==> config.mk <==
export PLATFORM = sky130hd
export DESIGN_NAME = hsl_to_rgb_converter_unit_flat
export DESIGN_NICKNAME = d
export VERILOG_FILES = /design/src/sv/hslrgb_pkg.sv /design/src/sv/hslrgb_if.sv /design/src/sv/hsl_to_rgb_converter_unit.sv /design/src/flat_wrapper.sv
export VERILOG_INCLUDE_DIRS = /design/src /design/src/sv
export SDC_FILE = /design/constraint.sdc
export NUM_CORES = 2
export LEC_CHECK = 0
export BUFFER_PORTS_ARGS = -buffer_cell sky130_fd_sc_hd__clkbuf_2
export CAP_MARGIN = 20
export CORE_MARGIN = 3
export CORE_UTILIZATION = 35
export DETAILED_ROUTE_END_ITERATION = 6
export MAX_ROUTING_LAYER = met4
export PLACE_DENSITY = 0.49
export REMOVE_ABC_BUFFERS = 1
export SETUP_SLACK_MARGIN = 0.15
export SLEW_MARGIN = 5
export SYNTH_ARGS = -nofsm -noshare
export SYNTH_HDL_FRONTEND = slang
export SYNTH_SLANG_ARGS = --single-unit
==> constraint.sdc <==
create_clock -name clk -period 8.2 [get_ports clk]
set_input_delay 0.41 -clock clk [delete_from_list [all_inputs] [get_ports clk]]
set_output_delay 0.41 -clock clk [all_outputs]
set_load 0.05 [all_outputs]
==> src/sv/hsl_to_rgb_converter_unit_defines.svh <==
// Assertion macros shared by the HSL to RGB converter RTL.
`ifndef HSL_TO_RGB_CONVERTER_UNIT_DEFINES_SVH
`define HSL_TO_RGB_CONVERTER_UNIT_DEFINES_SVH

`ifndef ASSERT_OFF
`define HSLRGB_ASSERT_IMP(label, clk, rst_n, ante, cons) \
	label: assert property (@(posedge clk) disable iff (!rst_n) (ante) |-> (cons)) \
		else $error("hsl_to_rgb_converter_unit: implication check failed");
`define HSLRGB_ASSERT_NXT(label, clk, rst_n, ante, cons) \
	label: assert property (@(posedge clk) disable iff (!rst_n) (ante) |=> (cons)) \
		else $error("hsl_to_rgb_converter_unit: next-cycle check failed");
`else
`define HSLRGB_ASSERT_IMP(label, clk, rst_n, ante, cons)
`define HSLRGB_ASSERT_NXT(label, clk, rst_n, ante, cons)
`endif

`endif

==> src/sv/hslrgb_pkg.sv <==
// Constants and the hue ramp weight function for the HSL to RGB converter.
`default_nettype none

package hslrgb_pkg;

	localparam int HUE_W      = 15;
	localparam int HUE_EXT_W  = 17;
	localparam int HUE_POS_W  = 13;
	localparam int WEIGHT_W   = 10;
	localparam int CHAN_W     = 8;

	localparam int TURN            = 5760;
	localparam int THIRD_TURN      = 1920;
	localparam int SIXTH_TURN      = 960;
	localparam int HALF_TURN       = 2880;
	localparam int TWO_THIRDS_TURN = 3840;

	// Weight k of the ramp so that the channel level is p + (q - p) * k / 960.
	// A position of exactly one turn falls in the last segment and gives p.
	function automatic logic [WEIGHT_W-1:0] ramp_weight(input logic [HUE_POS_W-1:0] t);
		logic [WEIGHT_W-1:0] k;
		k = '0;
		if (t < HUE_POS_W'(SIXTH_TURN)) begin
			k = t[WEIGHT_W-1:0];
		end else if (t < HUE_POS_W'(HALF_TURN)) begin
			k = WEIGHT_W'(SIXTH_TURN);
		end else if (t < HUE_POS_W'(TWO_THIRDS_TURN)) begin
			k = WEIGHT_W'(HUE_POS_W'(TWO_THIRDS_TURN) - t);
		end else begin
			k = '0;
		end
		return k;
	endfunction

endpackage

`default_nettype wire

==> src/sv/hslrgb_if.sv <==
// Valid/ready channel interfaces for HSL input words and RGB output words.
`default_nettype none

interface hslrgb_in_if #(parameter int LEVEL_FRAC_BITS = 10);
	logic                                valid;
	logic                                ready;
	logic signed [hslrgb_pkg::HUE_W-1:0] hue;
	logic [LEVEL_FRAC_BITS:0]            saturation;
	logic [LEVEL_FRAC_BITS:0]            lightness;
	logic [LEVEL_FRAC_BITS:0]            alpha_in;

	modport source (output valid, output hue, output saturation, output lightness,
		output alpha_in, input ready);
	modport sink (input valid, input hue, input saturation, input lightness,
		input alpha_in, output ready);
endinterface

interface hslrgb_out_if #(parameter int LEVEL_FRAC_BITS = 10);
	logic                              valid;
	logic                              ready;
	logic [hslrgb_pkg::CHAN_W-1:0]     red;
	logic [hslrgb_pkg::CHAN_W-1:0]     green;
	logic [hslrgb_pkg::CHAN_W-1:0]     blue;
	logic [LEVEL_FRAC_BITS:0]          alpha_out;

	modport source (output valid, output red, output green, output blue,
		output alpha_out, input ready);
	modport sink (input valid, input red, input green, input blue,
		input alpha_out, output ready);
endinterface

`default_nettype wire

==> src/sv/hsl_to_rgb_converter_unit.sv <==
// HSL to RGB converter: a five-stage pipeline taking one HSLA color per word.
`default_nettype none
`include "hsl_to_rgb_converter_unit_defines.svh"

// Converts one HSLA word per clock, unless the output holds the pipe full, into
// 8-bit RGB plus clamped alpha. Each word passes five register stages: hue wrap
// and level clamp, the lightness times saturation product and ramp weights, q
// and p, the three ramp products, and the scaled and truncated channels in the
// output register. Each stage advances whenever the stage after it is empty
// or moving, so an empty stage anywhere in the pipe lets the input keep
// accepting while a finished word waits at the output. LEVEL_FRAC_BITS sets the
// level format (1.0 = 2^LEVEL_FRAC_BITS) in the range 8 to 16.
module hsl_to_rgb_converter_unit #(
	parameter int LEVEL_FRAC_BITS = 10
) (
	input  wire logic     clk,
	input  wire logic     arst_n,
	hslrgb_in_if.sink     pixel_in,
	hslrgb_out_if.source  pixel_out
);

	localparam int F   = LEVEL_FRAC_BITS;
	localparam int LW  = F + 1;
	localparam int QW  = 2 * F + 1;
	localparam int WW  = QW + 2;
	localparam int PW  = QW + hslrgb_pkg::WEIGHT_W;
	localparam int SH  = 2 * F + 6;
	localparam int XW  = 2 * F + 15;
	localparam int TW  = XW - SH;
	localparam int HW  = hslrgb_pkg::HUE_EXT_W;
	localparam int PSW = hslrgb_pkg::HUE_POS_W;
	localparam int KW  = hslrgb_pkg::WEIGHT_W;
	localparam int CW  = hslrgb_pkg::CHAN_W;

	localparam logic [LW-1:0] LEVEL_ONE = {1'b1, {F{1'b0}}};
	localparam logic [QW:0]   LEVEL_ONE_SQ = {2'b01, {(2 * F){1'b0}}};
	localparam logic signed [HW-1:0] TURN_S = HW'(hslrgb_pkg::TURN);

	// Stage enables: a stage loads when it is empty or its content moves on.
	logic en_s1, en_s2, en_s3, en_s4, en_s5;
	logic v_s1, v_s2, v_s3, v_s4, v_s5;
	logic pipe_full;

	assign en_s5 = !v_s5 || pixel_out.ready;
	assign en_s4 = !v_s4 || en_s5;
	assign en_s3 = !v_s3 || en_s4;
	assign en_s2 = !v_s2 || en_s3;
	assign en_s1 = !v_s1 || en_s2;
	assign pixel_in.ready = en_s1;
	assign pipe_full = v_s1 && v_s2 && v_s3 && v_s4 && v_s5 && !pixel_out.ready;

	always_ff @(posedge clk or negedge arst_n) begin
		if (!arst_n) begin
			v_s1 <= 1'b0;
			v_s2 <= 1'b0;
			v_s3 <= 1'b0;
			v_s4 <= 1'b0;
			v_s5 <= 1'b0;
		end else begin
			if (en_s1) v_s1 <= pixel_in.valid;
			if (en_s2) v_s2 <= v_s1;
			if (en_s3) v_s3 <= v_s2;
			if (en_s4) v_s4 <= v_s3;
			if (en_s5) v_s5 <= v_s4;
		end
	end

	// Stage 1: wrap the hue into one turn and clamp the levels.
	logic signed [HW-1:0] hue_ext;
	logic signed [HW-1:0] hue_cand;
	logic [PSW-1:0]       hue_wrap;
	logic [PSW-1:0]       hue_s1;
	logic [LW-1:0]        sat_s1, lit_s1, alpha_s1;

	assign hue_ext = {{(HW - hslrgb_pkg::HUE_W){pixel_in.hue[hslrgb_pkg::HUE_W-1]}},
		pixel_in.hue};

	// The input spans a little under three turns each way, so exactly one of
	// these shifted copies lands inside the turn.
	always_comb begin
		hue_wrap = '0;
		hue_cand = '0;
		for (int m = -2; m <= 3; m++) begin
			hue_cand = hue_ext + signed'(HW'(m * hslrgb_pkg::TURN));
			if (hue_cand >= 0 && hue_cand < TURN_S) begin
				hue_wrap = hue_cand[PSW-1:0];
			end
		end
	end

	always_ff @(posedge clk) begin
		if (en_s1) begin
			hue_s1   <= hue_wrap;
			sat_s1   <= (pixel_in.saturation > LEVEL_ONE) ? LEVEL_ONE : pixel_in.saturation;
			lit_s1   <= (pixel_in.lightness > LEVEL_ONE) ? LEVEL_ONE : pixel_in.lightness;
			alpha_s1 <= (pixel_in.alpha_in > LEVEL_ONE) ? LEVEL_ONE : pixel_in.alpha_in;
		end
	end

	// Stage 2: lightness times saturation and the three ramp weights.
	logic [2*LW-1:0] ls_full;
	logic [PSW-1:0]  t_red, t_blue;
	logic [QW-1:0]   ls_s2;
	logic [LW-1:0]   sat_s2, lit_s2, alpha_s2;
	logic            low_s2;
	logic [KW-1:0]   k_r_s2, k_g_s2, k_b_s2;

	assign ls_full = lit_s1 * sat_s1;

	always_comb begin
		t_red = hue_s1 + PSW'(hslrgb_pkg::THIRD_TURN);
		if (t_red > PSW'(hslrgb_pkg::TURN)) begin
			t_red = t_red - PSW'(hslrgb_pkg::TURN);
		end
		if (hue_s1 < PSW'(hslrgb_pkg::THIRD_TURN)) begin
			t_blue = hue_s1 + PSW'(hslrgb_pkg::TWO_THIRDS_TURN);
		end else begin
			t_blue = hue_s1 - PSW'(hslrgb_pkg::THIRD_TURN);
		end
	end

	always_ff @(posedge clk) begin
		if (en_s2) begin
			ls_s2    <= ls_full[QW-1:0];
			sat_s2   <= sat_s1;
			lit_s2   <= lit_s1;
			low_s2   <= (lit_s1[LW-1:LW-2] == 2'b00);
			alpha_s2 <= alpha_s1;
			k_r_s2   <= hslrgb_pkg::ramp_weight(t_red);
			k_g_s2   <= hslrgb_pkg::ramp_weight(hue_s1);
			k_b_s2   <= hslrgb_pkg::ramp_weight(t_blue);
		end
	end

	// Stage 3: q and p in Q(2F). The sums wrap in WW bits but the results are
	// known to lie in 0..1.0, so the low QW bits are exact.
	logic [WW-1:0] lo_w, so_w, ls_w, q2_w, p2_w, d_w;
	logic [QW-1:0] p2_s3, d_s3;
	logic [LW-1:0] alpha_s3;
	logic [KW-1:0] k_r_s3, k_g_s3, k_b_s3;
	logic [QW:0]   lvl_sum_s3;

	always_comb begin
		lo_w = {2'b00, lit_s2, {F{1'b0}}};
		so_w = {2'b00, sat_s2, {F{1'b0}}};
		ls_w = {2'b00, ls_s2};
		if (low_s2) begin
			q2_w = lo_w + ls_w;
			p2_w = lo_w - ls_w;
		end else begin
			q2_w = lo_w + so_w - ls_w;
			p2_w = lo_w - so_w + ls_w;
		end
		d_w = q2_w - p2_w;
	end

	always_ff @(posedge clk) begin
		if (en_s3) begin
			p2_s3    <= p2_w[QW-1:0];
			d_s3     <= d_w[QW-1:0];
			alpha_s3 <= alpha_s2;
			k_r_s3   <= k_r_s2;
			k_g_s3   <= k_g_s2;
			k_b_s3   <= k_b_s2;
		end
	end

	assign lvl_sum_s3 = {1'b0, p2_s3} + {1'b0, d_s3};

	// Stage 4: the ramp products, and p scaled by 960 * 17 = 16320.
	logic [PW-1:0] prod_r, prod_g, prod_b;
	logic [XW-1:0] base_w;
	logic [PW-1:0] prod_r_s4, prod_g_s4, prod_b_s4;
	logic [XW-1:0] base_s4;
	logic [LW-1:0] alpha_s4;

	assign prod_r = d_s3 * k_r_s3;
	assign prod_g = d_s3 * k_g_s3;
	assign prod_b = d_s3 * k_b_s3;
	assign base_w = (XW'(p2_s3) << 14) - (XW'(p2_s3) << 6);

	always_ff @(posedge clk) begin
		if (en_s4) begin
			prod_r_s4 <= prod_r;
			prod_g_s4 <= prod_g;
			prod_b_s4 <= prod_b;
			base_s4   <= base_w;
			alpha_s4  <= alpha_s3;
		end
	end

	// Stage 5: 255 / 960 equals 17 / 64, so a channel is
	// floor((p * 16320 + (q - p) * k * 17) / 2^(2F+6)), limited to 255.
	function automatic logic [CW-1:0] to_channel(input logic [XW-1:0] base,
		input logic [PW-1:0] prod);
		logic [XW-1:0] x;
		logic [TW-1:0] top;
		x   = base + (XW'(prod) << 4) + XW'(prod);
		top = x[XW-1:SH];
		return (top > TW'(255)) ? {CW{1'b1}} : top[CW-1:0];
	endfunction

	logic [CW-1:0] red_s5, green_s5, blue_s5;
	logic [LW-1:0] alpha_s5;

	always_ff @(posedge clk) begin
		if (en_s5) begin
			red_s5   <= to_channel(base_s4, prod_r_s4);
			green_s5 <= to_channel(base_s4, prod_g_s4);
			blue_s5  <= to_channel(base_s4, prod_b_s4);
			alpha_s5 <= alpha_s4;
		end
	end

	assign pixel_out.valid     = v_s5;
	assign pixel_out.red       = red_s5;
	assign pixel_out.green     = green_s5;
	assign pixel_out.blue      = blue_s5;
	assign pixel_out.alpha_out = alpha_s5;

	// The input only stalls when every stage is full and the output is held.
	`HSLRGB_ASSERT_IMP(a_stall_only_when_full, clk, arst_n, !pixel_in.ready, pipe_full)
	// A word in the first stage that cannot move must still be there next cycle.
	`HSLRGB_ASSERT_NXT(a_s1_word_kept, clk, arst_n, v_s1 && !en_s2, v_s1)
	// q = p + (q - p) never exceeds 1.0 squared.
	`HSLRGB_ASSERT_IMP(a_q_in_range, clk, arst_n, v_s3, lvl_sum_s3 <= LEVEL_ONE_SQ)

endmodule

`default_nettype wire
==> src/flat_wrapper.sv <==
// flat-port wrapper written by rule: the top's interface ports become plain ports
module hsl_to_rgb_converter_unit_flat 
#(
	parameter int LEVEL_FRAC_BITS = 10
)
  (clk, arst_n, pixel_in_valid, pixel_in_hue, pixel_in_saturation, pixel_in_lightness, pixel_in_alpha_in, pixel_in_ready, pixel_out_valid, pixel_out_red, pixel_out_green, pixel_out_blue, pixel_out_alpha_out, pixel_out_ready);
  hslrgb_in_if #(.LEVEL_FRAC_BITS(LEVEL_FRAC_BITS)) pixel_in_i ();
  hslrgb_out_if #(.LEVEL_FRAC_BITS(LEVEL_FRAC_BITS)) pixel_out_i ();
  input  wire logic clk;
  input  wire logic arst_n;
  input wire logic [$bits(pixel_in_i.valid)-1:0] pixel_in_valid;
  input wire logic [$bits(pixel_in_i.hue)-1:0] pixel_in_hue;
  input wire logic [$bits(pixel_in_i.saturation)-1:0] pixel_in_saturation;
  input wire logic [$bits(pixel_in_i.lightness)-1:0] pixel_in_lightness;
  input wire logic [$bits(pixel_in_i.alpha_in)-1:0] pixel_in_alpha_in;
  output wire logic [$bits(pixel_in_i.ready)-1:0] pixel_in_ready;
  output wire logic [$bits(pixel_out_i.valid)-1:0] pixel_out_valid;
  output wire logic [$bits(pixel_out_i.red)-1:0] pixel_out_red;
  output wire logic [$bits(pixel_out_i.green)-1:0] pixel_out_green;
  output wire logic [$bits(pixel_out_i.blue)-1:0] pixel_out_blue;
  output wire logic [$bits(pixel_out_i.alpha_out)-1:0] pixel_out_alpha_out;
  input wire logic [$bits(pixel_out_i.ready)-1:0] pixel_out_ready;
  assign pixel_in_i.valid = pixel_in_valid;
  assign pixel_in_i.hue = pixel_in_hue;
  assign pixel_in_i.saturation = pixel_in_saturation;
  assign pixel_in_i.lightness = pixel_in_lightness;
  assign pixel_in_i.alpha_in = pixel_in_alpha_in;
  assign pixel_in_ready = pixel_in_i.ready;
  assign pixel_out_valid = pixel_out_i.valid;
  assign pixel_out_red = pixel_out_i.red;
  assign pixel_out_green = pixel_out_i.green;
  assign pixel_out_blue = pixel_out_i.blue;
  assign pixel_out_alpha_out = pixel_out_i.alpha_out;
  assign pixel_out_i.ready = pixel_out_ready;
  hsl_to_rgb_converter_unit #(.LEVEL_FRAC_BITS(LEVEL_FRAC_BITS)) u_core (.clk(clk), .arst_n(arst_n), .pixel_in(pixel_in_i), .pixel_out(pixel_out_i));
endmodule
[Word level (Yosys, flattened, before mapping)]
Index checks and enable logic that the tools add are counted.
Storage, ports and cells
  output and inout port bits: 37
  register bits after elaboration: 393
  memory bits (read-only): 0
  bits in writable memories: 0
  input port bits: 52
  latch bits: 0
  memories: 0
  word-level logic and storage cells: 127
Operators by class
  divide/modulo/power cells: 0
  $mul: 4
  multiplexer cells: 19
  add/sub/neg operators: 26
  equal/unequal tests: 0
  bitwise logic cells: 0
  reductions and logical operators: 17
  shift operators: 0
  magnitude comparators: 29
Operator list (count)
  35-bit by 31-bit adder with 35-bit output: 3
  35-bit adder: 3
  13-bit 2-to-1 mux: 8
  21-bit by 10-bit multiplier with 31-bit output: 3
  10-bit 2-to-1 mux: 9
  21-bit subtractor: 4
  13-bit by 12-bit < comparator with 1-bit output (second input constant): 6
  16-bit by 1-bit greater-or-equal comparator with 1-bit output (second input constant): 4
  16-bit by 14-bit < comparator with 1-bit output (second input constant): 4
  21-bit adder: 3
  21-bit 2-to-1 mux: 2
  13-bit by 10-bit < comparator with 1-bit output (second input constant): 3
  35-bit by 27-bit subtractor with 35-bit output: 1
  11-bit > comparator (second input constant): 3
  15-bit by 14-bit adder with 16-bit output (second input constant): 2
  15-bit by 15-bit adder with 16-bit output (second input constant): 2
  10-bit subtractor (first input constant): 3
  9-bit by 8-bit > comparator with 1-bit output (second input constant): 3
  11-bit by 11-bit multiplier with 21-bit output: 1
  15-bit by 16-bit adder with 17-bit output (second input constant): 1
  17-bit by 1-bit greater-or-equal comparator with 1-bit output (second input constant): 1
  17-bit by 14-bit < comparator with 1-bit output (second input constant): 1
  15-bit by 1-bit greater-or-equal comparator with 1-bit output (second input constant): 1
  15-bit by 14-bit < comparator with 1-bit output (second input constant): 1
  10 further kinds: 23

[Longest topological paths before layout]
  word-level depth: 9
  depth in mapped cells: 24
  depth with buffers taken out: 22

[Least setup slack after synthesis]
No wires, ideal clock.
  path kind: reg2reg
  from: reg u_core.d_s3[5]
  to: reg u_core.prod_g_s4[30], data pin
  slack: 2.437 ns
  data required time: 7.938 ns
  cell stages (with the launch flop): 24
  data arrival time: 5.500 ns
  library setup time: 0.262 ns
  buffers on the path: 1
  clock period less this slack: 5.763 ns
  path through: edfxtp_1 -> clkbuf_1 -> nand2_1 -> fa_1 -> inv_1 -> fa_1 -> inv_1 -> fa_1 -> inv_1 -> fa_1 -> inv_1 -> fa_1 -> inv_1 -> ha_1 -> or2_2 -> nor3_1 -> o21ai_0 -> a311oi_1 -> a21o_1 -> a21oi_1 -> a21boi_0 -> o2111ai_1 -> a21oi_1 -> xor2_1
On the way
  cells in the longest elaborated chain, start to end: 1
RTL lines
  start: declaration: line hsl_to_rgb_converter_unit.sv:138  | logic [QW-1:0] p2_s3, d_s3;
  start signal: assignment: line hsl_to_rgb_converter_unit.sv:160  | d_s3 <= d_w[QW-1:0];
  21-bit by 10-bit multiplier with 31-bit output: line hsl_to_rgb_converter_unit.sv:178  | assign prod_g = d_s3 * k_g_s3;
  via u_core.prod_g[30]: line hsl_to_rgb_converter_unit.sv:171  | logic [PW-1:0] prod_r, prod_g, prod_b;
  end signal: assignment: line hsl_to_rgb_converter_unit.sv:185  | prod_g_s4 <= prod_g;
  end: declaration: line hsl_to_rgb_converter_unit.sv:173  | logic [PW-1:0] prod_r_s4, prod_g_s4, prod_b_s4;
The timed path passes the listed nets, and every way through them passes these cells.
A chain may end at the register's enable or synchronous reset.

[Final worst setup path]
  from: reg u_core.d_s3[9]
  to: reg u_core.prod_g_s4[29], data pin
Same word-level chain as after synthesis.

==> metrics.txt <==
initial antenna violation count 1; final WL between 100000 and 150000 um; H-tree Lvls 2; Gate Count Post-Synth between 4000 and 5000; DRC 0; Slew @ Worst Pin between 1 and 1.5 ns; FMAX 153 MHz; CP max stage delay 0.84 ns; first-pass GRT wire length slightly below 200000 um; Die Span Y 369 um; CP max stage cell edfxtp_1; Initial Util 0.355; Slew headroom 0.308; WP data required about 8.6 ns; most frequent cells in the layout inv_1 (704), fa_1 (619), nand2_1 (517); Main synth FF type edfxtp_1; CP dominant cell by count fa_1; DRT iter0 DRCs around 1800; drt via density 4.98; Clk Latency, worst-skew pair 0.64 ns; warnings from Yosys 0; First-pass DRT Iterations 5; clk sinks ~380; vias in the first global route 33009; # fillers 13048; Rows 132; skew final 0.0557 ns; Final GP Congestion about 0.85; clock root buffer clkbuf_16; grt total ovfl 0; final hold viol count 0; Setup Fix Bufs, Post-CTS 0; # IOs 89; Final period util 0.795; CP startpoint kind register; Setup Viol. Count Final 0; Core Footprint 130000 um^2; RSZ-0062 raised after global routing no; Fin Setup TNS 0 ns; Buffers on Ports 88; CTS tree yes; Top Family by Delay on Critical Path adder cells; number of synthesized register bits between 300 and 400; Max Buffers Root-to-Sink 3; number of synthesized flops with an enable pin 378; CP max FO 15; Min Clock Period, post-route 6.52 ns; crit path DAT 6.88 ns; status complete, no violations; Mapped Area 46200 um^2; post-route ant nets 0; post-synth cell types 89; die area 136000 um^2; most common cell after layout, fill and taps aside inv_1; HPWL Detailed 99300 um; Max Slew Vio Count 0; pin count of the biggest net entering global routing 79; Total Nets Final 5788; routed length per instance 19.2 um; Worst Setup End Kind register; crit path buf inv count 3; area grow syn2layout 8.46%; maxcap violations 0; share of layout cells above drive strength 1 0.0552; syn_area_per_cell 9.94 um^2; Seq/Total Area, Yosys 0.248; critical-path cell list buf_4, and2_1, fa_1, fa_1, fa_1, fa_1, inv_1, fa_1, inv_1, ha_1, a21oi_1, o21bai_1, a21oi_1, o31ai_1, a31oi_1, o211ai_1, a21boi_0, o21a_1, nor4_1, nand3b_1; Overall Global Routing Usage 0.189; CTS clk-pin slew, worst paths 0.06 ns; via count 32129; DIE WIDTH about 370 um; post-synthesis async set-or-reset flop share 0.0131; # resized after CTS 0; HP Class input port to register; Crit Path Class register to register; CTS buffer count 46
cells by family (layout without fill, tap and decap cells):
logic type,after synthesis,count (layout),synth area share
xor gates and xnor gates,240,240,0.0455
muxes,11,11,0.00252
AOI/OAI and AO/OA,663,663,0.0929
DFF,383,383,0.248
adders and majority gates,1062,1062,0.388
buffers and inverters,888,928,0.0727
and+or+nand+nor,1400,1400,0.150
other,2,25,0.000162
metrics by stage:
step	area (um^2)	std cells	util	worst slack (ns)	hold WS (ns)
2_1_floorplan	45600	4487	-	2.33	0.114
3_3_place_gp	48600	6365	0.373	1.80	0.233
3_5_place_dp	48600	6365	0.373	1.65	0.235
4_1_cts	50100	6448	0.384	1.67	0.0263
5_1_grt	50100	6451	0.385	1.24	0.0565
6_report	50100	6454	0.385	1.68	0.0758
cells in the mapped netlist, types with 17 or more instances:
master | n | area share
nor2b_1 | 60 | 0.0081
a31oi_1 | 25 | 0.0034
inv_1 | 705 | 0.057
o21a_1 | 43 | 0.0070
nand2_1 | 519 | 0.042
a211oi_1 | 18 | 0.0029
o21bai_1 | 28 | 0.0045
o21ai_0 | 126 | 0.014
nand4_1 | 17 | 0.0023
o31ai_1 | 17 | 0.0028
nand2b_1 | 32 | 0.0043
fa_1 | 619 | 0.27
a21oi_1 | 193 | 0.021
xor2_1 | 64 | 0.012
or3_1 | 21 | 0.0028
a21o_1 | 71 | 0.012
nor3_1 | 67 | 0.0073
and2_1 | 365 | 0.049
nand3_1 | 66 | 0.0071
nor2_1 | 171 | 0.014
xnor2_1 | 176 | 0.033
ha_1 | 442 | 0.12
edfxtp_1 | 378 | 0.25
and3_1 | 26 | 0.0035
clkbuf_1 | 171 | 0.014
cell type report:
class,instances,area (um^2),area share
Sequential cell,383,11500,0.229
Multi-Input combinational cell,3397,31500,0.628
Clock buffer,52,1170,0.0234
Antenna cell,4,10.0,0.000200
Timing Repair Buffer,140,853,0.0170
Tap cell,1742,2180,0.0435
Clock inverter,29,309,0.00616
Inverter,707,2650,0.0529
registers in the layout, summed over array words and instances, names as in the netlist, 13 cells and up:
register	flops
u_core.base_s4	29
u_core.prod_g_s4	30
u_core.hue_s1	13
u_core.d_s3	20
u_core.ls_s2	21
u_core.prod_r_s4	30
u_core.p2_s3	21
u_core.prod_b_s4	30
worst paths after layout:
| kind | start | to | slack (ns) | depth (start not counted) |
|---|---|---|---|---|
| worst max-delay path | u_core.d_s3[9]$_DFFE_PP_ | u_core.prod_g_s4[29]$_DFFE_PP_ | 1.68 | 20 |
| worst min-delay path | pixel_in_alpha_in[2] | u_core.alpha_s1[2]$_SDFFCE_PN0P_ | 0.08 | 2 |
| worst max register to register | u_core.d_s3[9]$_DFFE_PP_ | u_core.prod_g_s4[29]$_DFFE_PP_ | 1.68 | 20 |
| worst min register to register | u_core.alpha_s3[3]$_DFFE_PP_ | u_core.alpha_s4[3]$_DFFE_PP_ | 0.38 | 0 |
| max in group asynchronous | arst_n | u_core.v_s3$_DFFE_PN0P_ | 7.92 | 2 |
| min in group asynchronous | arst_n | u_core.pixel_out.valid$_DFFE_PN0P_ | 0.14 | 2 |
per-layer routing:
layer  routed length, um  up-vias  global-route usage
met5                   0        -                   -
met4                2860        0              0.0417
li1                    -    15190                   -
met3                4540      119              0.0221
met1               57500    16276               0.254
met2               58800      544               0.307
what timing repair did:
item                                    4_1_cts  5_1_grt
hold endpoints to repair                      6        0
endpoints found under the setup margin        0        0
hold buffers                                  2        0
Power is not shown: default switching activity piles up to over one toggle a cycle in this logic, so the estimate is an artifact.
